<file path="src/hdl/mcrc_pkg.sv">
// Package for the Modbus CRC-16 frame checker: widths, register map,
// result record and the byte-wise reflected CRC update. No dependencies.
package mcrc_pkg;

  localparam int unsigned ByteW  = 8;
  localparam int unsigned CrcW   = 16;
  localparam int unsigned PaddrW = 3;
  localparam int unsigned PdataW = 32;
  localparam int unsigned OutW   = 40;  // 34 payload bits padded to whole bytes

  localparam logic [CrcW-1:0] CrcPoly = 16'hA001;
  localparam logic [CrcW-1:0] CrcInit = 16'hFFFF;

  // Register word index (paddr[2])
  localparam logic RegCheckMode = 1'b0;

  localparam logic CheckModeReset = 1'b1;

  typedef struct packed {
    logic            frame_short;
    logic            crc_match;
    logic [CrcW-1:0] received_crc;
    logic [CrcW-1:0] crc_value;
  } result_t;

  // One byte through the reflected CRC, eight shift steps.
  function automatic logic [CrcW-1:0] crc_byte(logic [CrcW-1:0] crc,
                                               logic [ByteW-1:0] b);
    logic [CrcW-1:0] c;
    c = crc ^ {{(CrcW-ByteW){1'b0}}, b};
    for (int k = 0; k < ByteW; k++) begin
      if (c[0]) begin
        c = {1'b0, c[CrcW-1:1]} ^ CrcPoly;
      end else begin
        c = {1'b0, c[CrcW-1:1]};
      end
    end
    return c;
  endfunction

endpackage

</file>
<file path="src/hdl/modbus_crc16_frame_check.sv">
// Modbus CRC-16 frame checker: byte stream in, one result per frame out.
// A last byte passes the input stage register, then the result register, to tvalid.
// Throughput: one byte per cycle; the input stage stalls only while a last
// byte waits for the result register, which is held by m_axis_tready.
// Reset (rst_ni, asynchronous): accumulator 0xFFFF, no bytes held, check mode on.
// Depends on mcrc_pkg and mcrc_engine.
module modbus_crc16_frame_check (
  input  logic                         clk_i,
  input  logic                         rst_ni,
  // input stream
  input  logic                         s_axis_tvalid_i,
  output logic                         s_axis_tready_o,
  input  logic [mcrc_pkg::ByteW-1:0]   s_axis_tdata_i,   // [7:0] data_byte
  input  logic                         s_axis_tlast_i,   // last_byte
  // result stream
  output logic                         m_axis_tvalid_o,
  input  logic                         m_axis_tready_i,
  // [15:0] crc_value, [31:16] received_crc, [32] crc_match,
  // [33] frame_short, [39:34] zero
  output logic [mcrc_pkg::OutW-1:0]    m_axis_tdata_o,
  // configuration
  input  logic                         psel_i,
  input  logic                         penable_i,
  input  logic                         pwrite_i,
  input  logic [mcrc_pkg::PaddrW-1:0]  paddr_i,
  input  logic [mcrc_pkg::PdataW-1:0]  pwdata_i,
  output logic [mcrc_pkg::PdataW-1:0]  prdata_o,
  output logic                         pready_o
);

  localparam int unsigned ResW = $bits(mcrc_pkg::result_t);

  logic check_mode_q;

  logic                       in_valid_q;
  logic [mcrc_pkg::ByteW-1:0] in_data_q;
  logic                       in_last_q;

  logic              out_valid_q;
  mcrc_pkg::result_t out_q;

  logic              out_free;
  logic              step;
  logic              s_fire;
  mcrc_pkg::result_t result;

  // config port
  assign pready_o = 1'b1;
  assign prdata_o = (paddr_i[2] == mcrc_pkg::RegCheckMode)
                    ? {{(mcrc_pkg::PdataW-1){1'b0}}, check_mode_q} : '0;

  always_ff @(posedge clk_i or negedge rst_ni) begin
    if (!rst_ni) begin
      check_mode_q <= mcrc_pkg::CheckModeReset;
    end else if (psel_i && penable_i && pwrite_i && pready_o &&
                 paddr_i[2] == mcrc_pkg::RegCheckMode) begin
      check_mode_q <= pwdata_i[0];
    end
  end

  // handshake: a byte with no result always moves on, a last byte needs room
  assign out_free        = !out_valid_q || m_axis_tready_i;
  assign step            = in_valid_q && (!in_last_q || out_free);
  assign s_axis_tready_o = !in_valid_q || step;
  assign s_fire          = s_axis_tvalid_i && s_axis_tready_o;

  always_ff @(posedge clk_i or negedge rst_ni) begin
    if (!rst_ni) begin
      in_valid_q <= 1'b0;
    end else if (s_axis_tready_o) begin
      in_valid_q <= s_axis_tvalid_i;
    end
  end

  always_ff @(posedge clk_i) begin
    if (s_fire) begin
      in_data_q <= s_axis_tdata_i;
      in_last_q <= s_axis_tlast_i;
    end
  end

  mcrc_engine u_engine (
    .clk_i        (clk_i),
    .rst_ni       (rst_ni),
    .step_i       (step),
    .data_i       (in_data_q),
    .last_i       (in_last_q),
    .check_mode_i (check_mode_q),
    .result_o     (result)
  );

  always_ff @(posedge clk_i or negedge rst_ni) begin
    if (!rst_ni) begin
      out_valid_q <= 1'b0;
    end else if (out_free) begin
      out_valid_q <= step && in_last_q;
    end
  end

  always_ff @(posedge clk_i) begin
    if (step && in_last_q) begin
      out_q <= result;
    end
  end

  assign m_axis_tvalid_o = out_valid_q;
  assign m_axis_tdata_o  = {{(mcrc_pkg::OutW-ResW){1'b0}}, out_q};

  // input stage only waits behind a full result register
  a_stall_cause: assert property (@(posedge clk_i) disable iff (!rst_ni)
    in_valid_q && !step |-> in_last_q && out_valid_q && !m_axis_tready_i)
    else $error("input stage stalled without a blocked result");

  a_short_result: assert property (@(posedge clk_i) disable iff (!rst_ni)
    out_valid_q && out_q.frame_short |->
      out_q.received_crc == '0 && !out_q.crc_match)
    else $error("short frame carries a received CRC or a match");

  a_match_equal: assert property (@(posedge clk_i) disable iff (!rst_ni)
    out_valid_q && out_q.crc_match |-> out_q.crc_value == out_q.received_crc)
    else $error("match flagged on differing CRC values");

endmodule

</file>
<file path="src/hdl/mcrc_engine.sv">
// Frame state and CRC update for the Modbus CRC-16 frame checker.
// Holds the accumulator and the two held-back bytes; depends on mcrc_pkg.
module mcrc_engine (
  input  logic                        clk_i,
  input  logic                        rst_ni,
  input  logic                        step_i,
  input  logic [mcrc_pkg::ByteW-1:0]  data_i,
  input  logic                        last_i,
  input  logic                        check_mode_i,
  output mcrc_pkg::result_t           result_o
);

  logic [mcrc_pkg::CrcW-1:0]  acc_q, acc_d;
  logic [mcrc_pkg::ByteW-1:0] older_q, older_d;
  logic [mcrc_pkg::ByteW-1:0] newer_q, newer_d;
  logic [1:0]                 count_q, count_d;

  logic [mcrc_pkg::ByteW-1:0] crc_in;
  logic [mcrc_pkg::CrcW-1:0]  crc_out;
  logic                       two_held;

  assign two_held = count_q[1];
  // plain mode feeds the new byte, check mode the oldest held one
  assign crc_in   = check_mode_i ? older_q : data_i;
  assign crc_out  = mcrc_pkg::crc_byte(acc_q, crc_in);

  always_comb begin
    result_o = '0;
    if (!check_mode_i) begin
      result_o.crc_value = crc_out;
    end else if (count_q == 2'd0) begin
      result_o.crc_value   = acc_q;
      result_o.frame_short = 1'b1;
    end else begin
      result_o.crc_value    = two_held ? crc_out : acc_q;
      result_o.received_crc = {newer_q, data_i};
      result_o.crc_match    = (result_o.crc_value == {newer_q, data_i});
    end
  end

  always_comb begin
    acc_d   = acc_q;
    older_d = older_q;
    newer_d = newer_q;
    count_d = count_q;
    if (step_i) begin
      if (last_i) begin
        acc_d   = mcrc_pkg::CrcInit;
        older_d = '0;
        newer_d = '0;
        count_d = 2'd0;
      end else if (!check_mode_i) begin
        acc_d = crc_out;
      end else begin
        if (two_held) begin
          acc_d = crc_out;
        end
        older_d = newer_q;
        newer_d = data_i;
        count_d = (count_q == 2'd0) ? 2'd1 : 2'd2;
      end
    end
  end

  always_ff @(posedge clk_i or negedge rst_ni) begin
    if (!rst_ni) begin
      acc_q   <= mcrc_pkg::CrcInit;
      older_q <= '0;
      newer_q <= '0;
      count_q <= 2'd0;
    end else begin
      acc_q   <= acc_d;
      older_q <= older_d;
      newer_q <= newer_d;
      count_q <= count_d;
    end
  end

endmodule
</file>
<file path="config.mk">
export PLATFORM = sky130hd
export DESIGN_NAME = modbus_crc16_frame_check
export DESIGN_NICKNAME = d
export VERILOG_FILES = /design/src/hdl/mcrc_pkg.sv /design/src/hdl/modbus_crc16_frame_check.sv /design/src/hdl/mcrc_engine.sv
export SDC_FILE = /design/constraint.sdc
export NUM_CORES = 1
export LEC_CHECK = 0
export BUFFER_PORTS_ARGS = -buffer_cell sky130_fd_sc_hd__clkbuf_2
export CORE_UTILIZATION = 30
export DETAILED_ROUTE_END_ITERATION = 12
export GPL_TIMING_DRIVEN = 0
export PLACE_DENSITY = 0.62
export SYNTH_ARGS = -nofsm -noshare
export SYNTH_HDL_FRONTEND = slang
export SYNTH_SLANG_ARGS = --single-unit
</file>
<file path="constraint.sdc">
create_clock -name clk_i -period 3 [get_ports clk_i]
set_clock_uncertainty 0.05 [all_clocks]
set_input_delay 0.3 -clock clk_i [delete_from_list [all_inputs] [get_ports clk_i]]
set_output_delay 0.3 -clock clk_i [all_outputs]
set_load 0.1 [all_outputs]
</file>
==> results_dict.tcl <==
set metrics [dict create \
    largest_net_degree_at_the_start_of_global_routing 38 \
    synthArstFlopShare_pct 46.3 \
    drt_first_pass_iters 5 \
    p_leak_uw 0.00234 \
    crit-reg2reg-launch "check_mode_q$_DFFE_PN1P_" \
    crit_path_start_kind "register" \
    detail_route.wl_per_cell_um 14.7 \
    worst-path-stages 10 \
    power.internal_uw 3170 \
    path_class_of_the_lowest_slack_min_delay_path "in -> async" \
    power.combinational.fraction_pct 50.0 \
    drc_errors 0 \
    depth_of_the_worst_register_to_register_path 10 \
    synth.ff_latch_count 80 \
    powerDensity_nw_per_um2 1040 \
    cts_max_path_buffers 2 \
    path_buf_inv 2 \
    cp_data_required_time_ps 3030 \
    routed-via-count 3072 \
    setup_total_neg_slack_ps 0 \
    p_sw_uw 2470 \
    worst-path-max-fanout 9 \
    worstMarginPinSlew_ps 966 \
    cts_tree "built" \
    fp.dieH_um 121 \
    crit_end "m_axis_tdata_o[0]$_DFFE_PP_" \
    rrSetupSlack_ps 120 \
    final_common_cell "sky130_fd_sc_hd__clkbuf_2" \
    clock_transition_at_the_registers_of_the_reported_paths_ps 60 \
    core_area_um2 13900 \
    first_pass_grt_wire_length_mm 15.4 \
    status "complete, no violations" \
    crit_top_cell "sky130_fd_sc_hd__xnor2_2" \
    timing_worst_setup_path_type "reg -> reg" \
    share_of_the_yosys_chip_area_belonging_to_registers_pct 52.3 \
    cp.arrival_ps 2910 \
    synth_enable_flop_cells 43 \
    critical-path-top-delay-family "XOR/XNOR gates" \
    power.share.switching_pct 43.8 \
    start_util_pct 30.8 \
    final_antenna_net_count 0 \
    slowest_stage "sky130_fd_sc_hd__dfstp_2" \
    synth.lib_cells_used.distinct 50 \
    hold_violation_count_in_the_final_report 0 \
    vdd_ir_drop_max_mv 0.324 \
    synthesis.yosys.warnings 0 \
    post_synth_inst_count 388 \
    worstSetupEndpointType "register" \
    worst_hold_slack_ps 62.5 \
    cts_hold_buffers 0 \
    fmax_mhz 347 \
    clock_latency_ps 340 \
    max_transition_margin_pct 35.6 \
    period_minus_slack_ps 2880 \
    detail_route.iter0.violations 255 \
    flow.area_growth_from_synthesis_pct 26.5 \
    die-area_um2 14800 \
    power.share.sequential_pct 29.5 \
    cts_num_sinks 80 \
    nets 548 \
    clock_tree.htree_level_count 3 \
    initial_antenna_violation_count 0 \
    gr-usage-all-layers_pct 14.2 \
    power.clock.fraction_pct 20.5 \
    crit_path_max_incr_delay_ps 520 \
    highest_count_cells_in_the_layout_ignoring_fill_and_taps "54 x sky130_fd_sc_hd__clkbuf_2, 47 x sky130_fd_sc_hd__nand2_1, 44 x sky130_fd_sc_hd__buf_4" \
    start_point_of_the_critical_path "check_mode_q$_DFFE_PN1P_" \
    rr_endpoint "m_axis_tdata_o[0]$_DFFE_PP_" \
    routed_via_density 4.50 \
    gp_routability_congestion 0.843 \
    routed_wirelength_mm 10.0 \
    crit_chain "buf_6, mux2i_2, xnor2_2, xor2_2, buf_4, xor2_4, xnor3_1, xnor2_2, nand2_1, o21ai_1" \
    syn_area_per_cell_um2 11.0 \
    maxSlewViolCount 0 \
    timing.max_cap.violations 0 \
    cts_made_buffers 9 \
    num_rows 43 \
    portBuffers 54 \
    period_share_pct 96.0 \
    root_buffer_selected_by_cts "sky130_fd_sc_hd__clkbuf_16" \
    die_width_um 121 \
    layout-drive-gt1-share_pct 31.7 \
    netlist_area_before_placement_um2 4280 \
    number_of_antenna_diodes 0 \
    first_global_vias 2848 \
    ys_dominant_reg_cell "sky130_fd_sc_hd__edfxtp_1" \
    grt_remaining_overflow 0 \
    io_pins 126 \
    setup-violations-final 0 \
    final.fill_count 1398 \
    post-dp-hpwl_mm 7.36 \
]
## final cells by class
type                       instances  area [um^2]  area share [%]
sequential                        80         2240            41.4
multi-input combinational        280         1890            35.0
buffer                            59          372            6.86
timing repair buffer              61          343            6.33
clock buffer                      14          285            5.27
tap                              180          225            4.16
clock inverter                     2         35.0           0.647
inverter                           6         22.5           0.416
## registers in the layout (all words and copies together) (netlist names), 2 cells and up
register          flops
m_axis_tdata_o       34
u_engine.acc_q       16
in_data_q             8
u_engine.newer_q      8
u_engine.older_q      8
u_engine.count_q      2
## Yosys cell counts (6+ instances only)
cell type	count	area (um^2)
sky130_fd_sc_hd__o21ai_0	12	60.1
sky130_fd_sc_hd__mux2i_1	11	110
sky130_fd_sc_hd__edfxtp_1	43	1290
sky130_fd_sc_hd__o21ai_1	7	35.0
sky130_fd_sc_hd__clkbuf_1	20	75.1
sky130_fd_sc_hd__a21oi_1	17	85.1
sky130_fd_sc_hd__and2_1	18	113
sky130_fd_sc_hd__xnor2_1	24	210
sky130_fd_sc_hd__dfrtp_1	20	500
sky130_fd_sc_hd__xor2_1	11	96.3
sky130_fd_sc_hd__dfstp_2	17	447
sky130_fd_sc_hd__xnor2_2	6	97.6
sky130_fd_sc_hd__buf_4	38	285
sky130_fd_sc_hd__a22o_1	17	149
sky130_fd_sc_hd__nor2_1	24	90.1
sky130_fd_sc_hd__nand2_1	47	176
## cells by family after synthesis
| family | share of synthesized area (%) |
|---|---|
| simple gates | 12.0 |
| flops | 52.3 |
| compound gates | 11.5 |
| buf+inv | 9.21 |
| xor+xnor | 11.6 |
| mux | 3.16 |
| other cells | 0.175 |
## per-stage QoR
step,total power (uW),instance area (um^2),worst slack [ps],cells,utilization (%)
6_report,5640,5420,119,682,39.0
5_1_grt,5920,5420,-91.7,682,39.0
4_1_cts,5490,5290,32.5,675,38.1
3_5_place_dp,4290,4950,-127,659,35.6
3_3_place_gp,4250,4910,-20.5,658,35.4
2_1_floorplan,3800,4420,255,424,-
## what timing repair did
action / in CTS / in global routing
pin swaps: 0 / 3
buffers inserted: 0 / 6
setup endpoints to repair: 1 / 2
cloned: 0 / 1
gates resized for setup: 3 / 10
## power by group through the flow
stage	clock network (uW)	registers (uW)	logic [uW]
3_5_place_dp	0	1670	2610
3_3_place_gp	0	1670	2570
2_1_floorplan	0	2120	1690
6_report	1160	1660	2820
4_1_cts	1190	1660	2650
5_1_grt	1220	1680	3020
## worst min-delay path by stage
stage / from / to / slack [ps] / cells past startpoint
2_1_floorplan: rst_ni / in_valid_q$_DFFE_PN0N_ / -50 / 0
3_3_place_gp: u_engine.acc_q[2]$_DFFE_PN1P_ / u_engine.acc_q[2]$_DFFE_PN1P_ / 430 / 2
3_5_place_dp: s_axis_tdata_i[4] / in_data_q[4]$_DFFE_PP_ / 430 / 1
4_1_cts: s_axis_tdata_i[5] / in_data_q[5]$_DFFE_PP_ / 70 / 1
5_1_grt: s_axis_tdata_i[5] / in_data_q[5]$_DFFE_PP_ / 70 / 1
6_report: rst_ni / u_engine.count_q[1]$_DFFE_PN0P_ / 60 / 1
## per-layer routing
metal	share of wire, %	up-vias	global-route usage, %
li1	-	1494	-
met1	42	1448	17.9
met2	50	120	23.4
met3	6.5	10	3.57
met4	1.5	0	5.40
met5	0	-	0
No activity file was read; power rests on OpenSTA's default activity.
